<file path="src/rtl/lmfs_pkg.sv">
package lmfs_pkg;

    // Frame and transfer geometry
    localparam int ROWS           = 8;
    localparam int COLS           = 32;
    localparam int BYTES_PER_CHIP = 16;

    localparam int ROW_W = 3;
    localparam int COL_W = $clog2(COLS);
    localparam int BI_W  = $clog2(2 * BYTES_PER_CHIP);
    localparam int J_W   = $clog2(BYTES_PER_CHIP + 1);
    localparam int CFG_W = 8;

    // Brightness and reset codes
    localparam logic [7:0] BRIGHT_OFF    = 8'h80;
    localparam logic [7:0] BRIGHT_BASE   = 8'h88;
    localparam logic [3:0] MAX_LEVEL     = 4'd8;
    localparam logic [7:0] START_CMD_RST = 8'hC0;

    typedef enum logic [1:0] {
        CMD_WRITE   = 2'd0,
        CMD_CLEAR   = 2'd1,
        CMD_REFRESH = 2'd2,
        CMD_BRIGHT  = 2'd3
    } cmd_t;

    typedef enum logic [0:0] {
        CFG_START_CMD    = 1'b0,
        CFG_COMMON_ANODE = 1'b1
    } cfg_reg_t;

    typedef enum logic [1:0] {
        JOB_WRITE,
        JOB_CLEAR,
        JOB_REFRESH,
        JOB_BRIGHT
    } job_op_t;

    typedef enum logic [1:0] {
        BK_IDLE,
        BK_BRIGHT,
        BK_REFRESH
    } back_state_t;

    // One classified item travelling from front to back
    typedef struct packed {
        job_op_t            op;
        logic [ROW_W-1:0]   row;
        logic [COL_W-1:0]   col;
        logic               pixel_on;
        logic               time_synced;
        logic               link_connected;
        logic [7:0]         bright_byte;
    } job_t;

    // Queue handshake between front and back
    typedef struct packed {
        logic valid;
        logic ready;
    } q_hs_t;

endpackage

</file>
<file path="src/rtl/lmfs_if.sv">
interface lmfs_in_if;
    import lmfs_pkg::*;

    logic       valid;
    logic       ready;
    logic [1:0] cmd;
    logic [2:0] row;
    logic [4:0] col;
    logic       pixel_on;
    logic       time_synced;
    logic       link_connected;
    logic [3:0] level;

    modport source (
        output valid, cmd, row, col, pixel_on, time_synced, link_connected, level,
        input  ready
    );
    modport sink (
        input  valid, cmd, row, col, pixel_on, time_synced, link_connected, level,
        output ready
    );
endinterface

interface lmfs_out_if;
    import lmfs_pkg::*;

    logic       valid;
    logic       ready;
    logic       chip;
    logic [7:0] byte_value;
    logic       opens_transfer;
    logic       closes_transfer;
    logic       last;

    modport source (
        output valid, chip, byte_value, opens_transfer, closes_transfer, last,
        input  ready
    );
    modport sink (
        input  valid, chip, byte_value, opens_transfer, closes_transfer, last,
        output ready
    );
endinterface

</file>
<file path="src/rtl/lmfs_queue.sv">
module lmfs_queue (
    input  logic          clk,
    input  logic          rst_n,
    input  logic          push,
    input  lmfs_pkg::job_t push_job,
    input  logic          pop,
    output lmfs_pkg::q_hs_t hs,
    output lmfs_pkg::job_t head_job
);
    import lmfs_pkg::*;

    job_t       mem_reg [2];
    logic       wr_ptr_reg;
    logic       wr_ptr_next;
    logic       rd_ptr_reg;
    logic       rd_ptr_next;
    logic [1:0] count_reg;
    logic [1:0] count_next;

    // Status toward both sides
    always_comb
    begin
        hs.valid = (count_reg != 2'd0);
        hs.ready = (count_reg != 2'd2);
        head_job = mem_reg[rd_ptr_reg];
    end

    // Advance pointers and fill count
    always_comb
    begin
        wr_ptr_next = push ? ~wr_ptr_reg : wr_ptr_reg;
        rd_ptr_next = pop ? ~rd_ptr_reg : rd_ptr_reg;
        count_next  = count_reg + 2'(push) - 2'(pop);
    end

    always_ff @(posedge clk or negedge rst_n)
    begin
        if (!rst_n)
        begin
            wr_ptr_reg <= 1'b0;
            rd_ptr_reg <= 1'b0;
            count_reg  <= 2'd0;
        end
        else
        begin
            wr_ptr_reg <= wr_ptr_next;
            rd_ptr_reg <= rd_ptr_next;
            count_reg  <= count_next;
        end
    end

    // Store the pushed item
    always_ff @(posedge clk)
    begin
        if (push)
        begin
            mem_reg[wr_ptr_reg] <= push_job;
        end
    end

endmodule

</file>
<file path="src/rtl/lmfs_front.sv">
module lmfs_front (
    lmfs_in_if.sink        in_ch,
    input  lmfs_pkg::q_hs_t q_hs,
    output logic           push,
    output lmfs_pkg::job_t push_job
);
    import lmfs_pkg::*;

    logic keep;

    // Accept whenever the queue has room; drop items that do nothing
    always_comb
    begin
        in_ch.ready = q_hs.ready;
        keep        = 1'b1;
        push_job.op             = JOB_WRITE;
        push_job.row            = in_ch.row;
        push_job.col            = COL_W'(in_ch.col);
        push_job.pixel_on       = in_ch.pixel_on;
        push_job.time_synced    = in_ch.time_synced;
        push_job.link_connected = in_ch.link_connected;
        push_job.bright_byte    = BRIGHT_OFF;

        case (cmd_t'(in_ch.cmd))
            CMD_WRITE:
            begin
                push_job.op = JOB_WRITE;
                keep        = (32'(in_ch.col) < COLS);
            end
            CMD_CLEAR:
            begin
                push_job.op = JOB_CLEAR;
            end
            CMD_REFRESH:
            begin
                push_job.op = JOB_REFRESH;
            end
            CMD_BRIGHT:
            begin
                push_job.op = JOB_BRIGHT;
                keep        = (in_ch.level <= MAX_LEVEL);
                if (in_ch.level != 4'd0)
                begin
                    push_job.bright_byte = BRIGHT_BASE + 8'(in_ch.level) - 8'd1;
                end
            end
            default:
            begin
                keep = 1'b0;
            end
        endcase

        push = in_ch.valid && q_hs.ready && keep;
    end

endmodule

</file>
<file path="src/rtl/lmfs_back.sv">
module lmfs_back (
    input  logic                          clk,
    input  logic                          rst_n,
    input  logic                          cfg_we,
    input  logic [0:0]                    cfg_index,
    input  logic [lmfs_pkg::CFG_W-1:0]    cfg_data,
    input  lmfs_pkg::q_hs_t               q_hs,
    input  lmfs_pkg::job_t                head_job,
    output logic                          pop,
    lmfs_out_if.source                    out_ch
);
    import lmfs_pkg::*;

    back_state_t      state_reg;
    back_state_t      state_next;
    logic             chip_reg;
    logic             chip_next;
    logic [J_W-1:0]   j_reg;
    logic [J_W-1:0]   j_next;
    logic [7:0]       bbyte_reg;
    logic [7:0]       bbyte_next;
    logic [COLS-1:0]  store_reg  [ROWS];
    logic [COLS-1:0]  store_next [ROWS];
    logic [7:0]       start_cmd_reg;
    logic             common_anode_reg;

    logic             out_valid_reg;
    logic             chip_out_reg;
    logic [7:0]       byte_out_reg;
    logic             opens_out_reg;
    logic             closes_out_reg;
    logic             last_out_reg;

    logic             ld;
    logic             emit;
    logic             e_chip;
    logic [7:0]       e_byte;
    logic             e_open;
    logic             e_close;
    logic             e_last;
    logic [BI_W-1:0]  b_idx;
    logic [7:0]       packed_byte;

    assign ld = !out_valid_reg || out_ch.ready;

    // Byte index within the frame for the current data byte
    assign b_idx = BI_W'(j_reg - J_W'(1)) + (chip_reg ? BI_W'(BYTES_PER_CHIP) : BI_W'(0));

    // Pack one byte from the store in the chosen order
    always_comb
    begin
        logic [BI_W-1:0]  c;
        logic [ROW_W-1:0] r;
        for (int k = 0; k < 8; k++)
        begin
            if (common_anode_reg)
            begin
                c = b_idx;
                r = ROW_W'(k);
            end
            else
            begin
                c = {b_idx[BI_W-1:3], 3'(k)};
                r = b_idx[2:0];
            end
            packed_byte[k] = (32'(c) < COLS) ? store_reg[r][COL_W'(c)] : 1'b0;
        end
    end

    // Sequence items out of the queue and update the store
    always_comb
    begin
        state_next = state_reg;
        chip_next  = chip_reg;
        j_next     = j_reg;
        bbyte_next = bbyte_reg;
        store_next = store_reg;
        pop        = 1'b0;
        emit       = 1'b0;
        e_chip     = 1'b0;
        e_byte     = start_cmd_reg;
        e_open     = 1'b0;
        e_close    = 1'b0;
        e_last     = 1'b0;

        case (state_reg)
            BK_IDLE:
            begin
                if (q_hs.valid)
                begin
                    case (head_job.op)
                        JOB_WRITE:
                        begin
                            pop = 1'b1;
                            store_next[head_job.row][head_job.col] = head_job.pixel_on;
                        end
                        JOB_CLEAR:
                        begin
                            pop = 1'b1;
                            for (int r = 0; r < ROWS; r++)
                            begin
                                store_next[r] = '0;
                            end
                        end
                        JOB_BRIGHT:
                        begin
                            if (ld)
                            begin
                                pop        = 1'b1;
                                emit       = 1'b1;
                                e_byte     = head_job.bright_byte;
                                e_open     = 1'b1;
                                e_close    = 1'b1;
                                bbyte_next = head_job.bright_byte;
                                state_next = BK_BRIGHT;
                            end
                        end
                        JOB_REFRESH:
                        begin
                            if (ld)
                            begin
                                pop  = 1'b1;
                                store_next[ROWS-1][0]  = !head_job.time_synced;
                                store_next[0][COLS-1]  = head_job.link_connected;
                                emit       = 1'b1;
                                e_open     = 1'b1;
                                chip_next  = 1'b0;
                                j_next     = J_W'(1);
                                state_next = BK_REFRESH;
                            end
                        end
                        default:
                        begin
                            pop = 1'b1;
                        end
                    endcase
                end
            end
            BK_BRIGHT:
            begin
                if (ld)
                begin
                    emit       = 1'b1;
                    e_chip     = 1'b1;
                    e_byte     = bbyte_reg;
                    e_open     = 1'b1;
                    e_close    = 1'b1;
                    e_last     = 1'b1;
                    state_next = BK_IDLE;
                end
            end
            BK_REFRESH:
            begin
                if (ld)
                begin
                    emit   = 1'b1;
                    e_chip = chip_reg;
                    if (j_reg == J_W'(0))
                    begin
                        e_open = 1'b1;
                    end
                    else
                    begin
                        e_byte  = packed_byte;
                        e_close = (j_reg == J_W'(BYTES_PER_CHIP));
                        e_last  = e_close && chip_reg;
                    end
                    if (j_reg == J_W'(BYTES_PER_CHIP))
                    begin
                        j_next = J_W'(0);
                        if (chip_reg)
                        begin
                            state_next = BK_IDLE;
                        end
                        else
                        begin
                            chip_next = 1'b1;
                        end
                    end
                    else
                    begin
                        j_next = j_reg + J_W'(1);
                    end
                end
            end
            default:
            begin
                state_next = BK_IDLE;
            end
        endcase
    end

    // Hold control state, store and configuration
    always_ff @(posedge clk or negedge rst_n)
    begin
        if (!rst_n)
        begin
            state_reg        <= BK_IDLE;
            chip_reg         <= 1'b0;
            j_reg            <= '0;
            out_valid_reg    <= 1'b0;
            start_cmd_reg    <= START_CMD_RST;
            common_anode_reg <= 1'b0;
            for (int r = 0; r < ROWS; r++)
            begin
                store_reg[r] <= '0;
            end
        end
        else
        begin
            state_reg <= state_next;
            chip_reg  <= chip_next;
            j_reg     <= j_next;
            store_reg <= store_next;
            if (ld)
            begin
                out_valid_reg <= emit;
            end
            if (cfg_we)
            begin
                case (cfg_reg_t'(cfg_index))
                    CFG_START_CMD:    start_cmd_reg    <= cfg_data;
                    CFG_COMMON_ANODE: common_anode_reg <= cfg_data[0];
                    default:          start_cmd_reg    <= start_cmd_reg;
                endcase
            end
        end
    end

    // Load the output register
    always_ff @(posedge clk)
    begin
        bbyte_reg <= bbyte_next;
        if (ld && emit)
        begin
            chip_out_reg   <= e_chip;
            byte_out_reg   <= e_byte;
            opens_out_reg  <= e_open;
            closes_out_reg <= e_close;
            last_out_reg   <= e_last;
        end
    end

    assign out_ch.valid           = out_valid_reg;
    assign out_ch.chip            = chip_out_reg;
    assign out_ch.byte_value      = byte_out_reg;
    assign out_ch.opens_transfer  = opens_out_reg;
    assign out_ch.closes_transfer = closes_out_reg;
    assign out_ch.last            = last_out_reg;

endmodule

</file>
<file path="src/rtl/led_matrix_frame_serializer.sv">
// Order: a refresh or brightness item's first byte passes the queue, then the output register;
// a pixel write or clear passes the queue before the back end updates the frame store.
// Throughput: writes and clears emit no bytes; a refresh holds the back end for 34 output bytes
// and a brightness item for 2, one per cycle unless stalled; a 2-entry queue absorbs input.
// Reset: frame store all zeros, start command 0xC0, common cathode order, queue and output empty.
module led_matrix_frame_serializer (
    input  logic                       clk,
    input  logic                       rst_n,
    lmfs_in_if.sink                    in_ch,
    lmfs_out_if.source                 out_ch,
    input  logic                       cfg_we,
    input  logic [0:0]                 cfg_index,
    input  logic [lmfs_pkg::CFG_W-1:0] cfg_data
);
    import lmfs_pkg::*;

    q_hs_t q_hs;
    logic  push;
    logic  pop;
    job_t  push_job;
    job_t  head_job;

    lmfs_front u_front (
        .in_ch    (in_ch),
        .q_hs     (q_hs),
        .push     (push),
        .push_job (push_job)
    );

    lmfs_queue u_queue (
        .clk      (clk),
        .rst_n    (rst_n),
        .push     (push),
        .push_job (push_job),
        .pop      (pop),
        .hs       (q_hs),
        .head_job (head_job)
    );

    lmfs_back u_back (
        .clk       (clk),
        .rst_n     (rst_n),
        .cfg_we    (cfg_we),
        .cfg_index (cfg_index),
        .cfg_data  (cfg_data),
        .q_hs      (q_hs),
        .head_job  (head_job),
        .pop       (pop),
        .out_ch    (out_ch)
    );

endmodule

</file>
<file path="src/flat_wrapper.sv">
// flat-port wrapper written by rule: the top's interface ports become plain ports
module led_matrix_frame_serializer_flat import lmfs_pkg::*;
  (clk, rst_n, cfg_we, cfg_index, cfg_data, in_ch_valid, in_ch_cmd, in_ch_row, in_ch_col, in_ch_pixel_on, in_ch_time_synced, in_ch_link_connected, in_ch_level, in_ch_ready, out_ch_valid, out_ch_chip, out_ch_byte_value, out_ch_opens_transfer, out_ch_closes_transfer, out_ch_last, out_ch_ready);
  lmfs_in_if in_ch_i ();
  lmfs_out_if out_ch_i ();
  input  logic clk;
  input  logic rst_n;
  input  logic cfg_we;
  input  logic [0:0] cfg_index;
  input  logic [lmfs_pkg::CFG_W-1:0] cfg_data;
  input wire logic [$bits(in_ch_i.valid)-1:0] in_ch_valid;
  input wire logic [$bits(in_ch_i.cmd)-1:0] in_ch_cmd;
  input wire logic [$bits(in_ch_i.row)-1:0] in_ch_row;
  input wire logic [$bits(in_ch_i.col)-1:0] in_ch_col;
  input wire logic [$bits(in_ch_i.pixel_on)-1:0] in_ch_pixel_on;
  input wire logic [$bits(in_ch_i.time_synced)-1:0] in_ch_time_synced;
  input wire logic [$bits(in_ch_i.link_connected)-1:0] in_ch_link_connected;
  input wire logic [$bits(in_ch_i.level)-1:0] in_ch_level;
  output wire logic [$bits(in_ch_i.ready)-1:0] in_ch_ready;
  output wire logic [$bits(out_ch_i.valid)-1:0] out_ch_valid;
  output wire logic [$bits(out_ch_i.chip)-1:0] out_ch_chip;
  output wire logic [$bits(out_ch_i.byte_value)-1:0] out_ch_byte_value;
  output wire logic [$bits(out_ch_i.opens_transfer)-1:0] out_ch_opens_transfer;
  output wire logic [$bits(out_ch_i.closes_transfer)-1:0] out_ch_closes_transfer;
  output wire logic [$bits(out_ch_i.last)-1:0] out_ch_last;
  input wire logic [$bits(out_ch_i.ready)-1:0] out_ch_ready;
  assign in_ch_i.valid = in_ch_valid;
  assign in_ch_i.cmd = in_ch_cmd;
  assign in_ch_i.row = in_ch_row;
  assign in_ch_i.col = in_ch_col;
  assign in_ch_i.pixel_on = in_ch_pixel_on;
  assign in_ch_i.time_synced = in_ch_time_synced;
  assign in_ch_i.link_connected = in_ch_link_connected;
  assign in_ch_i.level = in_ch_level;
  assign in_ch_ready = in_ch_i.ready;
  assign out_ch_valid = out_ch_i.valid;
  assign out_ch_chip = out_ch_i.chip;
  assign out_ch_byte_value = out_ch_i.byte_value;
  assign out_ch_opens_transfer = out_ch_i.opens_transfer;
  assign out_ch_closes_transfer = out_ch_i.closes_transfer;
  assign out_ch_last = out_ch_i.last;
  assign out_ch_i.ready = out_ch_ready;
  led_matrix_frame_serializer u_core (.clk(clk), .rst_n(rst_n), .in_ch(in_ch_i), .out_ch(out_ch_i), .cfg_we(cfg_we), .cfg_index(cfg_index), .cfg_data(cfg_data));
endmodule
</file>
<file path="config.mk">
export PLATFORM = sky130hd
export DESIGN_NAME = led_matrix_frame_serializer_flat
export DESIGN_NICKNAME = d
export VERILOG_FILES = /design/src/rtl/lmfs_pkg.sv /design/src/rtl/lmfs_if.sv /design/src/rtl/lmfs_queue.sv /design/src/rtl/lmfs_front.sv /design/src/rtl/lmfs_back.sv /design/src/rtl/led_matrix_frame_serializer.sv /design/src/flat_wrapper.sv
export SDC_FILE = /design/constraint.sdc
export NUM_CORES = 1
export LEC_CHECK = 0
export BUFFER_PORTS_ARGS = -buffer_cell sky130_fd_sc_hd__clkbuf_2
export CORE_UTILIZATION = 30
export DETAILED_ROUTE_END_ITERATION = 12
export GPL_TIMING_DRIVEN = 0
export SETUP_SLACK_MARGIN = 0.02
export SLEW_MARGIN = 30
export SYNTH_ARGS = -nofsm -noshare
export SYNTH_HDL_FRONTEND = slang
export SYNTH_SLANG_ARGS = --single-unit
</file>
<file path="constraint.sdc">
create_clock -name clk -period 4.7 [get_ports clk]
set_input_delay 0.705 -clock clk [delete_from_list [all_inputs] [get_ports clk]]
set_output_delay 0.705 -clock clk [all_outputs]
set_load 0.05 [all_outputs]
</file>
==> impl_metrics.py <==
metrics = {
    "cells_and_area": {
        "largest_register_ffs": 256,
        "final_nets": 2504,
        "area_delta_synth_final_pct": 15.01,
        "stdcell_count": 3364,
        "drive_above_1_share": 0.1281,
    },
    "routing": {
        "via_per_inst": 6.625,
        "firstDrtPassIters": 9,
        "drc": 0,
        "drtIter0Drc": 3768,
        "wirelength_um": 122000,
        "wl_per_cell_um": 36.28,
        "ant_nets": 0,
        "dr_total_vias": 22290,
    },
    "cts": {
        "cts_root_buf": "clkbuf_16",
        "hold_buffers": 0,
        "cts_buffers": 39,
        "clk_path_buf_depth": 3,
        "cts.sinks": 331,
        "h-tree-depth": 2,
        "clk_pin_slew_ps": 60,
        "cts_tree": "built",
        "clkLatencyLatePin_ps": 590,
    },
    "sta": {
        "drv_slew": 0,
        "hold_violations": 0,
        "timing.final.crit_share": 1.044,
        "fin_setup_tns_ps": -987.8,
        "tightest_slew_ps": 1186,
        "final-setup-viol-count": 8,
        "worst_clock_skew_ps": 22.50,
        "rsz0062_at_grt": "true",
        "min_period_ps": 4909,
        "fin_ws_ps": -208.6,
        "max_freq_ghz": 0.2037,
        "relSlewSlack": 0.2090,
    },
    "worst_setup_path": {
        "cp_max_fo": 10,
        "critPathMaxStageDelay_ps": 840,
        "crit_slowest_cell": "nor3b_2",
        "worst_path_most_repeated_cell": "inv_1",
        "cp.required_ps": 5010,
        "timing.critical_path.buf_inv": 3,
        "cp-end-kind": "flop",
        "arrival_ps": 5220,
        "crit_family": "compound AO/OA/AOI/OAI gates",
        "worstSetupPathType": "reg -> reg",
        "crit_chain": "inv_1, ha_1, inv_1, fa_1, nor3b_2, buf_2, o21a_1, o311ai_1, a31oi_1, a21boi_1, o31ai_1",
        "crit_path_start_kind": "flop",
    },
    "yosys": {
        "ys.flop_type": "dfrtp_1",
        "synth-compound-area-share": 0.3059,
        "ys_warn_count": 0,
        "yosysSeqAreaShare": 0.4210,
        "synth.avg_cell_area_um2": 8.602,
        "synthMuxAreaShare": 0.09913,
        "syn_nets": 2411,
        "synth_cells": 2361,
        "async_reset_ff_frac": 0.8399,
        "synth_top_area_frac": 0.3401,
        "synth_area_um2": 20310,
        "synth-edff-count": 53,
        "synth_simple_gate_area_share": 0.1073,
        "synth_top_family_by_area": "compound AO/OA/AOI/OAI gates",
        "synth_fa_ha_area_frac": 0.01208,
        "synth_xor_xnor_area_share": 0.004744,
        "synth_cell_types": 82,
        "yosys.area.top_type": "dfrtp_1",
        "ys_ff_latch": 331,
        "synth_area_leaders": "dfrtp_1 (34%), o21ai_0 (13%), a21oi_1 (7.9%)",
    },
    "power": {
        "power_mw": 16.13,
        "power_density_nw_per_um2": 690.8,
        "irDropWorstVdd_uv": 379.9,
        "p_leak_nw": 9.061,
    },
    "job": {
        "max_cap_viol_count": 0,
    },
    "global_routing": {
        "grt_pass1_vias": 21180,
        "grt_usage": 0.3548,
        "grt_max_degree": 79,
        "grt_pass1_wl_um": 169200,
        "grt_overflow": 0,
        "antenna_found_initial": 8,
    },
    "placed_design": {
        "gp_congestion": 1.093,
        "dp.cells": 3287,
        "place.detailed.hpwl_um": 87940,
        "io_buffers": 44,
    },
    "die": {
        "coreArea_um2": 67040,
        "die_w_um": 262.2,
        "boundaryPins": 45,
        "fp.dieH_um": 262.2,
        "dieArea_um2": 68740,
        "rows": 95,
        "start_util": 0.3029,
    },
    "worst_hold_path": {
        "min_path_type": "in -> async",
    },
    "outcome": {
        "outcome": "finished with violations",
        "violations": "negative setup slack",
    },
}
[worst reg2reg max path: stages, from the launching register on]
cell	delay (ps)
dfrtp_1	440
inv_1	150
ha_1	190
inv_1	60
fa_1	790
nor3b_2	850
buf_2	610
o21a_1	250
o311ai_1	150
a31oi_1	670
a21boi_1	360
o31ai_1	120
[metrics by stage]
step,setup slack [ps],hold WS [ps],util,instance area [um^2]
CTS,25.50,104.4,0.3476,23300
floorplan,1470,409.4,-,20310
global route,-15.17,132.7,0.3481,23340
detailed placement,-2028,503.3,0.3263,21880
finish,-208.6,86.87,0.3484,23360
global placement,-3315,480.9,0.3225,21620
[cell usage after synthesis, drive strengths merged (6+ instances only)]
| cell | number |
|---|---|
| inv | 24 |
| o31ai | 6 |
| a22oi | 10 |
| a21oi | 320 |
| nor2 | 116 |
| o2111ai | 7 |
| nor2b | 16 |
| mux2i | 95 |
| edfxtp | 53 |
| o211ai | 25 |
| nand4 | 19 |
| a32oi | 7 |
| nand2b | 20 |
| nand2 | 233 |
| o21a | 6 |
| ha | 18 |
| buf | 88 |
| a21o | 6 |
| mux4 | 28 |
| o221ai | 13 |
| o22ai | 18 |
| clkbuf | 120 |
| xnor2 | 6 |
| nor3 | 14 |
| and2 | 7 |
| o21ai | 592 |
| mux2 | 38 |
| a311oi | 9 |
| nand3 | 32 |
| a2111oi | 8 |
| a31oi | 35 |
| dfrtp | 276 |
| a211oi | 10 |
[routing by layer]
layer | global-route usage | vias to the layer above | wire, um
met1 | 0.4523 | 11050 | 47250
met2 | 0.5073 | 1798 | 49970
met4 | 0.2314 | 8 | 9839
met3 | 0.1223 | 495 | 14930
li1 | - | 8937 | -
met5 | 0 | - | 52
[what timing repair did]
action | in CTS | in global routing
gates resized for setup | 33 | 8
buffers inserted | 0 | 0
endpoints found under the setup margin | 9 | 5
[layout by cell type (no fill, tap or decap), drive strengths merged, types with 28 or more instances in the layout]
cell,Yosys,final
buf,88,96
nand3,32,32
mux2i,95,95
clkbuf,120,222
nand2,233,233
o21ai,592,592
mux2,38,38
a31oi,35,35
nor2,116,116
edfxtp,53,53
dfrtp,276,276
a21oi,320,320
mux4,28,28
[final timing paths]
check	from	slack, ps	endpoint	cells past startpoint
setup / recovery	u_core.u_back.j_reg[1]	-210	u_core.u_back.out_ch.byte_value[5]	11
hold reg to reg	u_core.u_back.store_reg[93]	520	u_core.u_back.store_reg[93]	2
setup reg to reg	u_core.u_back.j_reg[1]	-210	u_core.u_back.out_ch.byte_value[5]	11
hold / removal	rst_n	90	u_core.u_back.state_reg[1]	1
max in group asynchronous	rst_n	3370	u_core.u_back.store_reg[236]	3
min in group clk	in_ch_time_synced	310	u_core.u_queue.mem_reg[1][9]	1
[power by group]
group          switching, mW  internal, mW
Combinational           7.20          2.15
Clock                   1.31          1.88
Sequential             0.294          3.29
[cell families after synthesis]
kind of cell / count (synthesis)
adder cells (fa/ha/maj): 19
flip-flops: 331
AND/OR/NAND/NOR: 487
AO/OA/AOI/OAI: 1120
multiplexers: 161
XOR/XNOR: 11
buffers and inverters: 232
[cell type report]
type                       instances  area, um^2
antenna                            8       20.02
inverter                          24       90.09
tap                              873        1092
timing repair buffer              53       379.1
buffer                           207       975.9
sequential                       331        8552
clock inverter                    12       132.6
multi-input combinational       1798       10910
fill                            7038       43680
clock buffer                      58        1201
Power figures use the tool's default switching activity.
